--- config.mk ---
export PLATFORM = sky130hd
export DESIGN_NAME = line_rasterizer
export DESIGN_NICKNAME = d
export VERILOG_FILES = /design/src/rtl/lr_pkg.sv /design/src/rtl/lr_step_unit.sv /design/src/rtl/line_rasterizer.sv
export SDC_FILE = /design/constraint.sdc
export NUM_CORES = 1
export LEC_CHECK = 0
export BUFFER_PORTS_ARGS = -buffer_cell sky130_fd_sc_hd__buf_2
export CAP_MARGIN = 20
export CORE_ASPECT_RATIO = 2
export CORE_MARGIN = 5
export CORE_UTILIZATION = 25
export DETAILED_ROUTE_END_ITERATION = 10
export GPL_ROUTABILITY_DRIVEN = 0
export PLACE_DENSITY = 0.5
export SYNTH_ARGS = -nofsm -noshare
export SYNTH_HDL_FRONTEND = slang
export SYNTH_SLANG_ARGS = --single-unit
export TNS_END_PERCENT = 20
--- constraint.sdc ---
create_clock -name clk -period 7 [get_ports clk]
set_input_delay 1.05 -clock clk [delete_from_list [all_inputs] [get_ports clk]]
set_output_delay 1.05 -clock clk [all_outputs]
set_load 0.005 [all_outputs]
--- src/rtl/lr_pkg.sv ---
// shared constants, types and helpers for the line rasterizer
`default_nettype none
package lr_pkg;

	// grid geometry
	localparam int GRID_SIZE = 32;
	localparam int COORD_W   = $clog2(GRID_SIZE);
	localparam int DELTA_W   = COORD_W + 1;
	// error term holds values below four times the major delta
	localparam int ERR_W     = COORD_W + 2;

	// characters
	localparam int CHAR_W = 8;
	localparam logic [CHAR_W-1:0] ENDPOINT_CHAR   = 8'd43;
	localparam logic [CHAR_W-1:0] FILL_CHAR_RESET = 8'd42;

	// configuration register map
	localparam int CFG_ADDR_W   = 3;
	localparam int CFG_DATA_W   = 32;
	localparam logic REG_FILL_CHAR = 1'b0;

	// stream payload widths, rounded up to whole bytes
	localparam int IN_FIELDS_W  = 4 * COORD_W;
	localparam int IN_DATA_W    = ((IN_FIELDS_W + 7) / 8) * 8;
	localparam int OUT_FIELDS_W = 2 * COORD_W + CHAR_W;
	localparam int OUT_DATA_W   = ((OUT_FIELDS_W + 7) / 8) * 8;

	// result of one step of the error accumulator
	typedef struct packed {
		logic             carry;
		logic [ERR_W-1:0] err;
	} step_res_t;

	// saturate a coordinate onto the grid
	function automatic logic [COORD_W-1:0] clamp_coord(input logic [COORD_W-1:0] c);
		logic [COORD_W:0] wide;
		wide = {1'b0, c};
		if (wide > (COORD_W + 1)'(GRID_SIZE - 1)) begin
			clamp_coord = COORD_W'(GRID_SIZE - 1);
		end else begin
			clamp_coord = c;
		end
	endfunction

endpackage
`default_nettype wire

--- src/rtl/lr_step_unit.sv ---
// shared error accumulator: one add, compare and subtract per major step
`default_nettype none
module lr_step_unit (
	input  wire logic [lr_pkg::ERR_W-1:0]   err,
	input  wire logic [lr_pkg::COORD_W-1:0] adm,
	input  wire logic [lr_pkg::COORD_W-1:0] dmaj,
	output lr_pkg::step_res_t               res
);

	logic [lr_pkg::ERR_W-1:0] sum;
	logic [lr_pkg::ERR_W-1:0] twice_maj;

	// add twice the minor delta, fold back by twice the major delta
	always_comb begin
		sum       = err + {1'b0, adm, 1'b0};
		twice_maj = {1'b0, dmaj, 1'b0};
		if (sum >= twice_maj) begin
			res.carry = 1'b1;
			res.err   = sum - twice_maj;
		end else begin
			res.carry = 1'b0;
			res.err   = sum;
		end
	end

endmodule
`default_nettype wire

--- src/rtl/line_rasterizer.sv ---
// line rasterizer top level: sequencer, configuration port and output register
//
// One line command enters on the s_ beat channel (two endpoints, 5 bits per coordinate).
// The block steps the major axis from the lower to the higher endpoint and
// sends one m_ beat per cell, carrying fill_char, then two beats that mark
// the origin and the end point with '+'; the last of these carries m_tlast.
// A command of major length d gives d + 3 result beats.
// Flow: a command is accepted, passes through a setup state, then one
// result beat leaves per cycle while m_tready stays high. The pace is set
// by the single error accumulator, which takes one major step per cycle
// while the output register can load.
// s_tready is high only while the sequencer is idle; the final mark may
// still wait in the output register while the next command is taken.
// When the receiver holds m_tready low, the output register holds its beat
// and the sequencer waits.
// Reset clears the sequencer and the output valid flag and sets fill_char
// to 42. fill_char is written over the APB port at any address with paddr[2] low (0 to 3).
`default_nettype none
module line_rasterizer (
	input  wire logic                               clk,
	input  wire logic                               arst_n,
	// slave beat: x_start[4:0], y_start[9:5], x_end[14:10], y_end[19:15]
	input  wire logic                               s_tvalid,
	output logic                                    s_tready,
	input  wire logic [lr_pkg::IN_DATA_W-1:0]       s_tdata,
	// master beat: cell_x[4:0], cell_y[9:5], cell_char[17:10]
	output logic                                    m_tvalid,
	input  wire logic                               m_tready,
	output logic [lr_pkg::OUT_DATA_W-1:0]           m_tdata,
	output logic                                    m_tlast,
	// configuration port
	input  wire logic                               psel,
	input  wire logic                               penable,
	input  wire logic                               pwrite,
	input  wire logic [lr_pkg::CFG_ADDR_W-1:0]      paddr,
	input  wire logic [lr_pkg::CFG_DATA_W-1:0]      pwdata,
	output logic [lr_pkg::CFG_DATA_W-1:0]           prdata,
	output logic                                    pready
);

	typedef enum logic [4:0] {
		ST_IDLE  = 5'b00001,
		ST_SETUP = 5'b00010,
		ST_RUN   = 5'b00100,
		ST_MARK0 = 5'b01000,
		ST_MARK1 = 5'b10000
	} state_t;

	state_t state_q;

	logic [lr_pkg::CHAR_W-1:0]  fill_q;

	// latched endpoints
	logic [lr_pkg::COORD_W-1:0] xs_q, ys_q, xe_q, ye_q;

	// stepping registers
	logic [lr_pkg::COORD_W-1:0] maj_q, maj_end_q, min_q, adm_q, dmaj_q;
	logic [lr_pkg::ERR_W-1:0]   err_q;
	logic                       neg_q, steep_q;

	// output register
	logic                       valid_q;
	logic [lr_pkg::COORD_W-1:0] cx_q, cy_q;
	logic [lr_pkg::CHAR_W-1:0]  ch_q;
	logic                       last_q;

	logic                       load;
	logic                       cfg_wr;
	lr_pkg::step_res_t          step;

	// setup terms
	logic signed [lr_pkg::DELTA_W-1:0] dx, dy;
	logic [lr_pkg::DELTA_W-1:0]        adx_w, ady_w;
	logic [lr_pkg::COORD_W-1:0]        adx, ady;
	logic                              steep;

	// configuration port
	assign pready = 1'b1;
	assign cfg_wr = psel && penable && pwrite && pready;
	assign prdata = (paddr[2] == lr_pkg::REG_FILL_CHAR) ?
		{{(lr_pkg::CFG_DATA_W - lr_pkg::CHAR_W){1'b0}}, fill_q} : '0;

	always_ff @(posedge clk or negedge arst_n) begin
		if (!arst_n) begin
			fill_q <= lr_pkg::FILL_CHAR_RESET;
		end else if (cfg_wr && paddr[2] == lr_pkg::REG_FILL_CHAR) begin
			fill_q <= pwdata[lr_pkg::CHAR_W-1:0];
		end
	end

	// handshakes
	assign s_tready = (state_q == ST_IDLE);
	assign load     = !valid_q || m_tready;

	// deltas and major axis choice
	always_comb begin
		dx    = $signed({1'b0, xe_q}) - $signed({1'b0, xs_q});
		dy    = $signed({1'b0, ye_q}) - $signed({1'b0, ys_q});
		adx_w = dx[lr_pkg::DELTA_W-1] ? lr_pkg::DELTA_W'(-dx) : lr_pkg::DELTA_W'(dx);
		ady_w = dy[lr_pkg::DELTA_W-1] ? lr_pkg::DELTA_W'(-dy) : lr_pkg::DELTA_W'(dy);
		adx   = adx_w[lr_pkg::COORD_W-1:0];
		ady   = ady_w[lr_pkg::COORD_W-1:0];
		steep = ady > adx;
	end

	lr_step_unit u_step (
		.err  (err_q),
		.adm  (adm_q),
		.dmaj (dmaj_q),
		.res  (step)
	);

	// sequencer
	always_ff @(posedge clk or negedge arst_n) begin
		if (!arst_n) begin
			state_q <= ST_IDLE;
		end else begin
			case (state_q)
				ST_IDLE: begin
					if (s_tvalid) begin
						state_q <= ST_SETUP;
					end
				end
				ST_SETUP: state_q <= ST_RUN;
				ST_RUN: begin
					if (load && maj_q == maj_end_q) begin
						state_q <= ST_MARK0;
					end
				end
				ST_MARK0: begin
					if (load) begin
						state_q <= ST_MARK1;
					end
				end
				ST_MARK1: begin
					if (load) begin
						state_q <= ST_IDLE;
					end
				end
				default: state_q <= ST_IDLE;
			endcase
		end
	end

	// endpoint capture and stepping datapath
	always_ff @(posedge clk) begin
		if (state_q == ST_IDLE && s_tvalid) begin
			xs_q <= lr_pkg::clamp_coord(s_tdata[lr_pkg::COORD_W-1:0]);
			ys_q <= lr_pkg::clamp_coord(s_tdata[2*lr_pkg::COORD_W-1:lr_pkg::COORD_W]);
			xe_q <= lr_pkg::clamp_coord(s_tdata[3*lr_pkg::COORD_W-1:2*lr_pkg::COORD_W]);
			ye_q <= lr_pkg::clamp_coord(s_tdata[4*lr_pkg::COORD_W-1:3*lr_pkg::COORD_W]);
		end
		if (state_q == ST_SETUP) begin
			steep_q <= steep;
			if (steep) begin
				dmaj_q <= ady;
				adm_q  <= adx;
				err_q  <= {2'b00, ady};
				if (ys_q <= ye_q) begin
					maj_q <= ys_q; maj_end_q <= ye_q; min_q <= xs_q;
					neg_q <= dx[lr_pkg::DELTA_W-1];
				end else begin
					maj_q <= ye_q; maj_end_q <= ys_q; min_q <= xe_q;
					neg_q <= !dx[lr_pkg::DELTA_W-1] && (dx != '0);
				end
			end else begin
				dmaj_q <= adx;
				adm_q  <= ady;
				err_q  <= {2'b00, adx};
				if (xs_q <= xe_q) begin
					maj_q <= xs_q; maj_end_q <= xe_q; min_q <= ys_q;
					neg_q <= dy[lr_pkg::DELTA_W-1];
				end else begin
					maj_q <= xe_q; maj_end_q <= xs_q; min_q <= ye_q;
					neg_q <= !dy[lr_pkg::DELTA_W-1] && (dy != '0);
				end
			end
		end else if (state_q == ST_RUN && load && maj_q != maj_end_q) begin
			maj_q <= maj_q + 1'b1;
			err_q <= step.err;
			if (step.carry) begin
				min_q <= neg_q ? min_q - 1'b1 : min_q + 1'b1;
			end
		end
	end

	// output register valid flag
	always_ff @(posedge clk or negedge arst_n) begin
		if (!arst_n) begin
			valid_q <= 1'b0;
		end else if (load) begin
			valid_q <= (state_q == ST_RUN) || (state_q == ST_MARK0) ||
				(state_q == ST_MARK1);
		end
	end

	// output register payload
	always_ff @(posedge clk) begin
		if (load) begin
			case (state_q)
				ST_RUN: begin
					cx_q   <= steep_q ? min_q : maj_q;
					cy_q   <= steep_q ? maj_q : min_q;
					ch_q   <= fill_q;
					last_q <= 1'b0;
				end
				ST_MARK0: begin
					cx_q   <= xs_q;
					cy_q   <= ys_q;
					ch_q   <= lr_pkg::ENDPOINT_CHAR;
					last_q <= 1'b0;
				end
				ST_MARK1: begin
					cx_q   <= xe_q;
					cy_q   <= ye_q;
					ch_q   <= lr_pkg::ENDPOINT_CHAR;
					last_q <= 1'b1;
				end
				default: begin
					last_q <= 1'b0;
				end
			endcase
		end
	end

	assign m_tvalid = valid_q;
	assign m_tlast  = last_q;
	assign m_tdata  = {{(lr_pkg::OUT_DATA_W - lr_pkg::OUT_FIELDS_W){1'b0}}, ch_q, cy_q, cx_q};

	// a taken command always goes through setup next
	a_accept_setup: assert property (@(posedge clk) disable iff (!arst_n)
		s_tvalid && s_tready |=> state_q == ST_SETUP)
		else $error("accepted command did not enter setup");

	// the closing beat is always an endpoint mark
	a_last_mark: assert property (@(posedge clk) disable iff (!arst_n)
		m_tvalid && m_tlast |-> ch_q == lr_pkg::ENDPOINT_CHAR)
		else $error("last beat is not an endpoint mark");

	// error term stays below twice the major delta while stepping
	a_err_range: assert property (@(posedge clk) disable iff (!arst_n)
		state_q == ST_RUN && dmaj_q != '0 |-> err_q < {1'b0, dmaj_q, 1'b0})
		else $error("error accumulator out of range");

endmodule
`default_nettype wire
## Word level (Yosys, flattened, before mapping)

Cells that the tools add are included.

- Flip-flop bits (word level): 87
- Output and inout port bits: 60
- Input port bits: 66

- Reductions and logical operators: 26
- Eq/ne operators: 11
- Mux-type cells: 38
- Order comparisons: 4
- Add/sub/neg operators: 9
- Bitwise operators: 1

Operators by type and width:

| cell | number |
|---|---|
| $mux 5 | 26 |
| $pmux 5 s3 | 2 |
| $pmux 5 s5 | 1 |
| $mux 8 | 2 |
| $pmux 8 s2 | 1 |
| $mux 7 | 2 |
| $reduce_bool 6->1 | 2 |
| $sub 5x5->6 | 2 |
| $add 5x1->5 const B | 2 |
| $le 5x5->1 | 2 |
| $neg 5->5 | 2 |
| $logic_and 1x1->1 | 9 |
| $ne 2x2->1 const B | 4 |
| $add 7x6->7 | 1 |
| $ge 7x6->1 | 1 |
| $sub 7x6->7 | 1 |
| $reduce_and 2->1 | 3 |
| $reduce_bool 2->1 | 3 |
| $eq 5x1->1 const B | 1 |
| $eq 5x2->1 const B | 1 |
| $eq 5x3->1 const B | 1 |
| $eq 5x4->1 const B | 1 |
| $eq 5x5->1 | 1 |
| $eq 5x5->1 const B | 1 |
| other kinds (10) | 17 |

## Depth between registers and ports, before layout

- Word-level depth: 6
- Gate-level depth with buffers: 18

## Modules after synthesis

Synthesis repeated with hierarchy kept, for this count alone.

- Cell total of the unflattened synthesis: 543
- Area total of the unflattened synthesis: 5,843.1 um2

Modules (own cells, without submodules):

| module | cells an instance | instances | seq. area each (um2) | area an instance (um2) |
|---|---|---|---|---|
| line_rasterizer | 479 | 1 | 2,547.4 | 5,302.6 |
| lr_step_unit | 64 | 1 | 0.0 | 540.5 |

## Worst setup path after synthesis

No wires, ideal clock.

- Path kind: reg2reg
- Start: register xe_q[0] (netlist bit)
- End: register maj_q[1] (netlist bit) (data pin)
- Arrival: 3,759 ps
- Setup time: 267 ps
- Clock period less this slack: 4,026 ps
- Stages on the path, launching flop included: 18
- Slack: 2,974 ps
- Path through: edfxtp_1 > inv_1 > ha_1 > inv_1 > fa_1 > inv_1 > ha_1 > nand2_1 > a21boi_0 > nor4b_1 > nor2_1 > ha_1 > and2_1 > o21a_1 > a211o_1 > clkbuf_1 > a221oi_1 > o31ai_1

- Longest elaborated chain between the ends: 6
- Elaborated cells between the ends (all ways): 8

Ends and longest elaborated chain:

| what | line | RTL |
|---|---|---|
| start: declaration | line_rasterizer.sv:54 | `logic [lr_pkg::COORD_W-1:0] xs_q, ys_q, xe_q, ye_q;` |
| start signal: assignment | line_rasterizer.sv:150 | `xe_q <= lr_pkg::clamp_coord(s_tdata[3*lr_pkg::COORD_W-1:2*lr_pkg::COORD_W]);` |
| $sub 5x5->6 | line_rasterizer.sv:97 | `dx = $signed({1'b0, xe_q}) - $signed({1'b0, xs_q});` |
| $neg 5->5 | line_rasterizer.sv:99 | `adx_w = dx[lr_pkg::DELTA_W-1] ? lr_pkg::DELTA_W'(-dx) : lr_pkg::DELTA_W'(dx);` |
| $mux 5 | line_rasterizer.sv:99 |  |
| $gt 5x5->1 | line_rasterizer.sv:103 | `steep = ady > adx;` |
| $mux 5 * | line_rasterizer.sv:155 | `if (steep) begin` |
| $mux 5 * | line_rasterizer.sv:153 | `if (state_q == ST_SETUP) begin` |
| end signal: assignment | line_rasterizer.sv:160 | `maj_q <= ys_q; maj_end_q <= ye_q; min_q <= xs_q;` |
| end signal: assignment | line_rasterizer.sv:163 | `maj_q <= ye_q; maj_end_q <= ys_q; min_q <= xe_q;` |
| end signal: assignment | line_rasterizer.sv:171 | `maj_q <= xs_q; maj_end_q <= xe_q; min_q <= ys_q;` |
| end: declaration | line_rasterizer.sv:57 | `logic [lr_pkg::COORD_W-1:0] maj_q, maj_end_q, min_q, adm_q, dmaj_q;` |

Every way passes the cells marked *; elsewhere a longest branch is shown, timed or not.
A chain may end at the register's enable or synchronous reset.

## Worst setup path in the final report

- Start: register xe_q[0] (netlist bit)
- End: register adm_q[1] (netlist bit) (data pin)

- Longest elaborated chain between the ends: 5

Ends and longest elaborated chain:

| what | line | RTL |
|---|---|---|
| $sub 5x5->6 * | line_rasterizer.sv:97 |  |
| $neg 5->5 | line_rasterizer.sv:99 |  |
| $mux 5 * | line_rasterizer.sv:99 |  |
| $gt 5x5->1 * | line_rasterizer.sv:103 |  |
| via steep | line_rasterizer.sv:75 | `logic steep;` |
| $mux 5 * | line_rasterizer.sv:155 |  |
| end signal: assignment | line_rasterizer.sv:168 | `adm_q <= ady;` |
| end: declaration | line_rasterizer.sv:57 |  |

Mark *: on every way through the listed nets, which the timed path passes. The rest lies on a longest branch.

==> metrics.txt <==
PostCTS Resize Cnt=0; final setup vio count=0; Design Area, Final=6750 um2; IO Pins=126; via/cell ratio=4.78; total CTS buffers=9; CP Launch Type=flop; WP data arrival=5.34 ns; fin crit period=5.27 ns; die area=27400 um2; commonest non-fill, non-tap cell in the layout=edfxtp_1; GR Util All Layers=11.9%; RSZ-0062 raised after global routing=false; first-pass GRT wire length=25100 um; Synth area leader=edfxtp_1; starting DRC count in detailed routing=218; Routed Antenna Nets=0; wire per inst=17.6 um; Sink Count=87; Filler cells=2493; Die X=120 um; Clock Path Buffers=2; Slew Limit Fails=0; worst-path fanout max=21; Starting Density=25.2%; Hold Crit Class=reg2reg; Primary FF master, synth=edfxtp_1; final global-route overflow total=0; drc violations=0; top cells by area, synth=edfxtp_1 (36%), ha_1 (6.5%), dfrtp_1 (4.2%); status=finished clean; Final period util=75.2%; initial antenna violation count=0; Placed Instance Area=6470 um2; Crit Path Class=reg2reg; layout cell share with drive strength beyond 1=19.3%; pin count of the biggest net entering global routing=38; area fraction of the dominant cell type after synthesis=36.5%; slowest CP cell=nor4b_1; Buffers on Ports=64; syn avg cell area=10.4 um2; count of flip-flops with a built-in enable after synthesis=73; data required time at the worst endpoint=7.07 ns; Most common cell on crit path=inv_1; root buffer cell=clkbuf_16; Synth Instances=579; final hold slack=0.517 ns; Fin Setup TNS=0 ns; Worst setup EP type=flop; clk_lat worst skew=0.35 ns; H-tree lvl count=3; multi-input logic area=3050 um2; Worst-path clk slew=0.07 ns; vias in the first global route=4606; Max Clk Rate=0.190 GHz; cts hold-fix bufs=0; router iterations before antenna repair=4; # rows=80; Setup Skew=0.0112 ns; Seq/Total Area, Yosys=42.4%; nets=730; ant diodes=0; DP HPWL=13000 um; postcts setup bufs=0; synth warn=0; flip-flop and latch area=2550 um2; Mapped Area=6010 um2; fraction of registers with async set/reset=16.1%; commonest cells after routing, fill and taps aside=edfxtp_1 (73), buf_2 (64), inv_1 (45); Die Span Y=229 um; worst path cell trace=inv_1 -> ha_1 -> inv_1 -> fa_1 -> inv_1 -> ha_1 -> nand2_1 -> a21boi_0 -> nor4b_1 -> nor2_1 -> ha_1 -> and2_1 -> o21a_1 -> a211o_1 -> nand2_2 -> inv_1 -> a21oi_1; detailed-route via count=4397; Worst-Margin Slew=0.957 ns; post-synthesis register bit count=87; Slew headroom=36.2%; final hold violation count=0; max_cap viols=0; CTS tree=yes; library cells used by synthesis=74; routed wire length=16200 um; Area Growth Syn to Fin=12.4%; Core Box Area=23800 um2; slowest cell delay on critical path=0.74 ns
[kinds of logic (layout without fill, tap and decap cells)]
kind of cell,Yosys count,in the layout,share of synthesized area [%]
adders and majority gates,36,36,8.12
xor gates and xnor gates,25,25,3.65
and+or+nand+nor,143,143,13.0
DFF,87,87,42.4
AOI/OAI and AO/OA,136,136,15.8
other,2,31,0.125
buffers and inverters,103,128,8.60
muxes,47,47,8.29
[per-stage QoR]
| step | util, % | worst slack (ns) | cells |
|---|---|---|---|
| final | 28.3 | 1.73 | 920 |
| after global routing | 28.3 | 1.54 | 920 |
| after CTS | 28.3 | 1.80 | 920 |
| after detailed placement | 27.2 | 1.82 | 904 |
| after global placement | 27.2 | 1.92 | 904 |
| after floorplan | - | 2.97 | 608 |
[synthesized netlist by cell type (14+ instances only)]
library cell,instances
inv_1,45
mux2_2,21
a21oi_1,24
xor2_1,14
buf_4,32
edfxtp_1,73
ha_1,31
nand2_1,21
clkbuf_1,17
o21ai_0,30
nor2_1,31
mux2i_1,25
[worst paths after layout]
kind	start	cells past startpoint	slack, ns	endpoint
max	xe_q[0]	17	1.73	adm_q[1]
min	fill_q[6]	1	0.52	fill_q[6]
max reg2reg	xe_q[0]	17	1.73	adm_q[1]
min reg2reg	fill_q[6]	1	0.52	fill_q[6]
max in group asynchronous	arst_n	1	6.11	fill_q[5]
min in group asynchronous	arst_n	1	0.59	fill_q[6]
[routing by layer]
metal | up-vias | GRT usage [%] | share of wire [%]
met5 | - | 0 | 0
met4 | 0 | 8.68 | 6.9
met3 | 46 | 1.56 | 3.0
met2 | 121 | 23.7 | 57
met1 | 2072 | 10.5 | 33
li1 | 2158 | - | -
[registers in the layout (all words and copies together) (netlist names), 5 cells and up]
signal	count
maj_q	5
cy_q	5
xs_q	5
err_q	7
xe_q	5
adm_q	5
min_q	5
ye_q	5
dmaj_q	5
fill_q	8
cx_q	5
state_q	5
maj_end_q	5
ys_q	5
ch_q	8
[worst max-delay path: cells and delay by family, from the launching register on]
family          cells  cell delay [ns]
fa+ha+maj           4             1.37
flops               1             0.45
compound gates      4             1.07
simple gates        5             1.53
buf+inv             4             0.53
[cell type report]
cell class	count	share of cell area (%)
sequential	87	37.7
timing repair buffer	67	5.08
inverter	45	2.50
tap	287	5.32
clock buffer	10	3.39
clock inverter	6	0.797
multi-input combinational	418	45.2
Power is not shown: default switching activity piles up to over one toggle a cycle in this logic, so the estimate is an artifact.
